### config.mk
export PLATFORM = sky130hd
export DESIGN_NAME = stsl_cell
export DESIGN_NICKNAME = d
export VERILOG_FILES = /design/src/stsl_pkg.sv /design/src/stsl_cell.sv
export SDC_FILE = /design/constraint.sdc
export NUM_CORES = 1
export LEC_CHECK = 0
export BUFFER_PORTS_ARGS = -buffer_cell sky130_fd_sc_hd__buf_2
export CORE_MARGIN = 2
export CORE_UTILIZATION = 35
export CTS_CLUSTER_SIZE = 20
export DETAILED_ROUTE_END_ITERATION = 10
export PLACE_DENSITY = 0.64
export SYNTH_ARGS = -nofsm -noshare
export SYNTH_HDL_FRONTEND = slang
export SYNTH_SLANG_ARGS = --single-unit
### constraint.sdc
create_clock -name i_clk -period 4.1 [get_ports i_clk]
set_input_delay 0.205 -clock i_clk [delete_from_list [all_inputs] [get_ports i_clk]]
set_output_delay 0.205 -clock i_clk [all_outputs]
set_load 0.1 [all_outputs]
### src/stsl_pkg.sv
// Shared types and constants for the sparse triplet store lookup core.
// Holds the word structs, status codes and the token passed along the cell chain.
// No dependencies.
package stsl_pkg;

    localparam int ENTRIES = 64;
    localparam int IDX_W   = $clog2(ENTRIES);
    localparam int CNT_W   = $clog2(ENTRIES + 1);
    localparam int COORD_W = 8;
    localparam int VAL_W   = 32;
    localparam int DIM_W   = 9;
    localparam int CFG_IDX_W = 1;

    // Operation codes
    localparam logic FUNC_INSERT = 1'b0;
    localparam logic FUNC_LOOKUP = 1'b1;

    // Configuration register indexes
    localparam logic [CFG_IDX_W-1:0] CFG_MATRIX_ROWS = 1'b0;
    localparam logic [CFG_IDX_W-1:0] CFG_MATRIX_COLS = 1'b1;

    // Result status codes
    typedef enum logic [1:0] {
        STATUS_OK    = 2'd0,
        STATUS_ZERO  = 2'd1,
        STATUS_FULL  = 2'd2,
        STATUS_RANGE = 2'd3
    } t_status;

    typedef struct packed {
        logic                      func;
        logic [COORD_W-1:0]        row_index;
        logic [COORD_W-1:0]        col_index;
        logic signed [VAL_W-1:0]   elem_value;
    } t_in;

    typedef struct packed {
        logic signed [VAL_W-1:0]   read_value;
        logic                      hit;
        logic [1:0]                status;
        logic [CNT_W-1:0]          stored_count;
    } t_out;

    // One stored triplet
    typedef struct packed {
        logic [COORD_W-1:0]        row;
        logic [COORD_W-1:0]        col;
        logic signed [VAL_W-1:0]   value;
    } t_entry;

    // Lookup query moving through the chain, one cell per cycle
    typedef struct packed {
        logic                      vld;
        logic [COORD_W-1:0]        row;
        logic [COORD_W-1:0]        col;
        logic                      found;
        logic signed [VAL_W-1:0]   value;
    } t_token;

endpackage

### src/stsl_cell.sv
// One cell of the triplet chain: holds a single triplet and its valid bit.
// Compares the passing lookup token and hands it to the next cell.
// Depends on stsl_pkg.
module stsl_cell
    import stsl_pkg::*;
(
    input  logic   i_clk,
    input  logic   i_rst_n,
    input  logic   i_wr_en,
    input  t_entry i_wr_entry,
    input  t_token i_tok,
    output t_token o_tok
);

    logic   r_vld;
    t_entry r_entry;
    t_token r_tok;
    t_token n_tok;

    // Mark the cell as holding a triplet
    always_ff @(posedge i_clk) begin
        if (!i_rst_n) begin
            r_vld <= 1'b0;
        end else if (i_wr_en) begin
            r_vld <= 1'b1;
        end
    end

    // Store the triplet
    always_ff @(posedge i_clk) begin
        if (i_wr_en) begin
            r_entry <= i_wr_entry;
        end
    end

    // Capture the first match only; later cells pass it on untouched
    always_comb begin
        n_tok = i_tok;
        if (i_tok.vld && !i_tok.found && r_vld &&
            r_entry.row == i_tok.row && r_entry.col == i_tok.col) begin
            n_tok.found = 1'b1;
            n_tok.value = r_entry.value;
        end
    end

    // Advance the token one cell
    always_ff @(posedge i_clk) begin
        if (!i_rst_n) begin
            r_tok <= '0;
        end else begin
            r_tok <= n_tok;
        end
    end

    assign o_tok = r_tok;

endmodule

== After elaboration in Yosys (flattened, before gate mapping) ==
Index checks and enable logic that the tools add are counted.

* Equality and inequality tests: 2
* Muxes and demuxes: 1
* Reductions and logical operators: 5

{| class="wikitable"
|+ Operators with widths
! cell !! number
|-
| $mux W33 || 1
|-
| $eq A8 B8 Y1 || 2
|-
| $logic_and A1 B1 Y1 || 4
|-
| $logic_not A1 Y1 || 1
|}

* Register bits: 99
* Input bits: 101
* Logic and storage cells: 17

== Longest topological paths before layout ==
* Word-level depth: 6
* Depth in mapped cells: 7

== Least setup slack after synthesis ==
No wires, ideal clock.

* Path kind: reg-to-reg
* Start: register r_entry[39] (netlist name)
* End: register r_tok, in the netlist o_tok[10]
* Arrival time: 1.368 ns
* Data required time: 3.968 ns
* Path slack: 2.600 ns
* Cell stages (with the launch flop): 7
* Path buffers: 1
* Clock period less this slack: 1.500 ns
* Cells stage by stage: edfxtp_1 > xor2_1 > nor4_2 > nand4_1 > clkbuf_1 > o21ai_0 > a21oi_1

* Word-level cells in the longest chain between the ends: 3

{| class="wikitable"
|+ Ends and longest elaborated chain
! item !! line !! text
|-
| start, declared || stsl_cell.sv:16 || <nowiki>t_entry r_entry;</nowiki>
|-
| start signal, assigned || stsl_cell.sv:32 || <nowiki>r_entry <= i_wr_entry;</nowiki>
|-
| $eq A8 B8 Y1 || stsl_cell.sv:40 || <nowiki>r_entry.row == i_tok.row && r_entry.col == i_tok.col) begin</nowiki>
|-
| $logic_and A1 B1 Y1 || stsl_cell.sv:40 ||
|-
| $mux W33 || stsl_cell.sv:39 || <nowiki>if (i_tok.vld && !i_tok.found && r_vld &&</nowiki>
|-
| end signal, assigned || stsl_cell.sv:51 || <nowiki>r_tok <= n_tok;</nowiki>
|-
| end, declared || stsl_cell.sv:17 || <nowiki>t_token r_tok;</nowiki>
|}

No other way between the ends.
A chain may end at the register's enable or synchronous reset.

== Worst setup path in the final report ==
* Start: register r_entry[38] (netlist name)
* End: register r_tok, in the netlist o_tok[23]

The elaborated chain is that of the path after synthesis.

==> flow_summary_export.csv <==
group,metric,value,unit
outcome,status,"completed",
sta,maxSlewHeadroom,25.33,%
critical_path,cp_data_required_time,4.35,ns
cts,cts_buffers,9,
drt,drcViolationCount,0,
cts,cts-root-buf,"clkbuf_8",
synth,yosys.area_share.simple,10.32,%
die,dieHeight,102.7,um
power,powerDensity,452.0,nW/um^2
sta,report.final.slew_viol_count,0,
cts,post-cts-setup-buffer-count,0,
synth,synthAdderAreaFrac,0,%
synth,ys_types,19,
synth,yosysTopAreaCellShare,42.31,%
cells_and_area,syn_to_final_growth,36.43,%
cts,cts_tree,"yes",
drt,dr.pass1.iters,4,
cells_and_area,nets,530,
synth,avgSynthCellArea,13.10,sq um
hold_path,hp-class,"input port to flip-flop",
sta,rsz0062_at_grt,"no",
cts,cts_buffer_depth,2,
critical_path,cp_max_fo,33,
cts,ctsHtreeMaxLevel,3,
die,num_io_pins,151,
synth,synth-edff-count,48,
power,power.leakage,1.960,nW
hold_path,min_from,"i_wr_entry[34]",
critical_path,r2r-end,"o_tok[23]",
hold_path,holdPathEnd,"r_entry[34]",
power,ir_drop,177.7,uV
synth,synth.most_common_cell,"dfxtp_1",
critical_path,start_kind,"flip-flop",
drt,wl_per_cell,13.71,um
global_route,grt_pass1_vias,2361,
synth,synth_compound_area_share,9.548,%
synth,synth_xor_area_share,4.113,%
die,die_w,102.7,um
drt,routed_wirelength,7771,um
synth,syn_inst,260,
synth,ys_top_cells_by_count,"dfxtp_1, edfxtp_1, a21oi_1, nand3_1, o21ai_0",
placed_design,io_buffer_count,150,
critical_path,rr_startpoint,"r_entry[38]",
synth,synthArstFlopShare,0,%
synth,synth_top_flop_cell,"dfxtp_1",
global_route,grt_overflow,0,
cells_and_area,fill_cells,890,
cells_and_area,fin_area,4648,sq um
hold_path,holdPathStages,1,
global_route,track_usage,14.73,%
sta,hold_violations,0,
synth,synth.cell_area,3407,sq um
synth,synth_top_family_by_area,"simple AND/OR/NAND/NOR gates",
global_route,grt_start_max_net_pins,50,
critical_path,r2r_setup_slack,1.86,ns
cells_and_area,diodes,0,
synth,synthMuxAreaShare,0,%
placed_design,post_dp_cell_area,4230,sq um
placed_design,globalplace.congestion,0.7574,
die,initial_core_util,35.51,%
sta,timing.setup.tns,0,ns
power,fin_total_pwr,2.101,mW
die,dieArea,10540,sq um
drt,drt_iter0_drc,87,
drt,via_per_inst,4.444,
sta,fmax,0.4464,GHz
cells_and_area,drive_gt1_share,39.40,%
synth,syn-num-nets,361,
sta,clock_skew,0.01174,ns
synth,ys_ff_latch,99,
synth,yosysSeqAreaShare,72.27,%
critical_path,worstPathArrival,2.49,ns
critical_path,endpoint_kind,"flip-flop",
synth,synth_area_leaders,"edfxtp_1, dfxtp_1, a21oi_1",
sta,setup_violations,0,
global_route,antenna_found_initial,0,
synth,yosysTopAreaCell,"edfxtp_1",
sta,fin_crit,2.240,ns
sta,tightest_slew,1.120,ns
flow_run,max_cap_violations,0,
drt,dr_total_vias,2520,
die,core,9594,sq um
critical_path,worst-setup-path-type,"flip-flop to flip-flop",
drt,ant_nets,0,
cts,clock_latency,0.35,ns
cts,numClockSinks,99,
cts,ctsResizeCount,0,
placed_design,dp_hpwl,5237,um
die,rows,36,
cts,cts_hold_buf,22,
synth,yosysWarnings,0,
global_route,grt_pass1_wl,11470,um
critical_path,rr_worst_depth,7,
cts,clkTransAtPathRegs,0.09,ns
sta,fin_crit_sh,54.63,%
## per-layer routing
metal / share of wire (%) / vias up / GRT usage [%]
li1: - / 1259 / -
met1: 42 / 1158 / 17.64
met2: 50 / 96 / 24.59
met3: 7.2 / 7 / 3.729
met4: 0.91 / 0 / 7.487
met5: 0 / - / 0
## critical path: stages (launching register included)
cell and delay (ns):
edfxtp_1 0.40, xnor2_1 0.15, nand3_1 0.09, buf_4 0.24, and3b_1 0.62, buf_4 0.34, nand3_1 0.10, a21oi_1 0.18
## per-stage QoR
| step | hold WS, ns | instances | setup WS [ns] | util (%) |
|---|---|---|---|---|
| floorplan | 0.3039 | 260 | 2.600 | - |
| global placement | 0.3825 | 529 | 1.974 | 44.09 |
| detailed placement | 0.3831 | 529 | 1.891 | 44.09 |
| CTS | 0.0002785 | 567 | 1.866 | 48.45 |
| global route | 0.001250 | 567 | 1.653 | 48.45 |
| finish | 0.02867 | 567 | 1.860 | 48.45 |
## kinds of logic (layout without fill, tap and decap cells)
kind of cell           count (synthesis)  count (layout)
flip-flops                            99              99
XOR/XNOR                              16              16
AO/OA/AOI/OAI                         65              65
AND/OR/NAND/NOR                       61              61
buffers and inverters                 19             193
## where the power goes
part / switching [mW] / internal [mW]
registers: 0.0180 / 1.10
logic: 0.265 / 0.0889
clock network: 0.308 / 0.316
## how the worst max path moves through the flow
stage          slack (ns)         to   startpoint
6_report             1.86  o_tok[23]  r_entry[38]
5_1_grt              1.65  o_tok[26]  r_entry[38]
4_1_cts              1.87  o_tok[23]  r_entry[46]
3_5_place_dp         1.89  o_tok[23]  r_entry[46]
3_3_place_gp         1.97  o_tok[14]  r_entry[46]
2_1_floorplan        2.60  o_tok[10]  r_entry[39]
## registers in the layout (all words and copies together) (netlist names)
signal and flops:
o_tok 50, r_vld 1, r_entry 48
## layout by cell type (no fill, tap or decap)
master,instances
xor2_1,13
edfxtp_1,48
and2_2,1
clkbuf_1,3
clkinv_2,1
a21oi_1,33
nor4_2,3
nand2_1,1
nand4_1,1
buf_2,150
nor3_1,1
bufinv_16,1
clkinv_1,1
dlygate4sd3_1,22
nand3_1,33
o21ai_0,32
and2_1,17
clkbuf_8,11
and3b_1,1
dfxtp_1,51
xnor2_1,3
nor2_1,3
buf_4,4
## area by class of cell
cell class                 count  area (sq um)  share of cell area (%)
timing repair buffer         176          1001                   21.53
tap                          133         166.4                   3.580
clock buffer                  14         162.7                   3.499
inverter                       1         3.754                 0.08075
multi-input combinational    142         817.0                   17.58
sequential                    99          2462                   52.97
clock inverter                 2         35.03                  0.7537
Power figures use the tool's default switching activity.
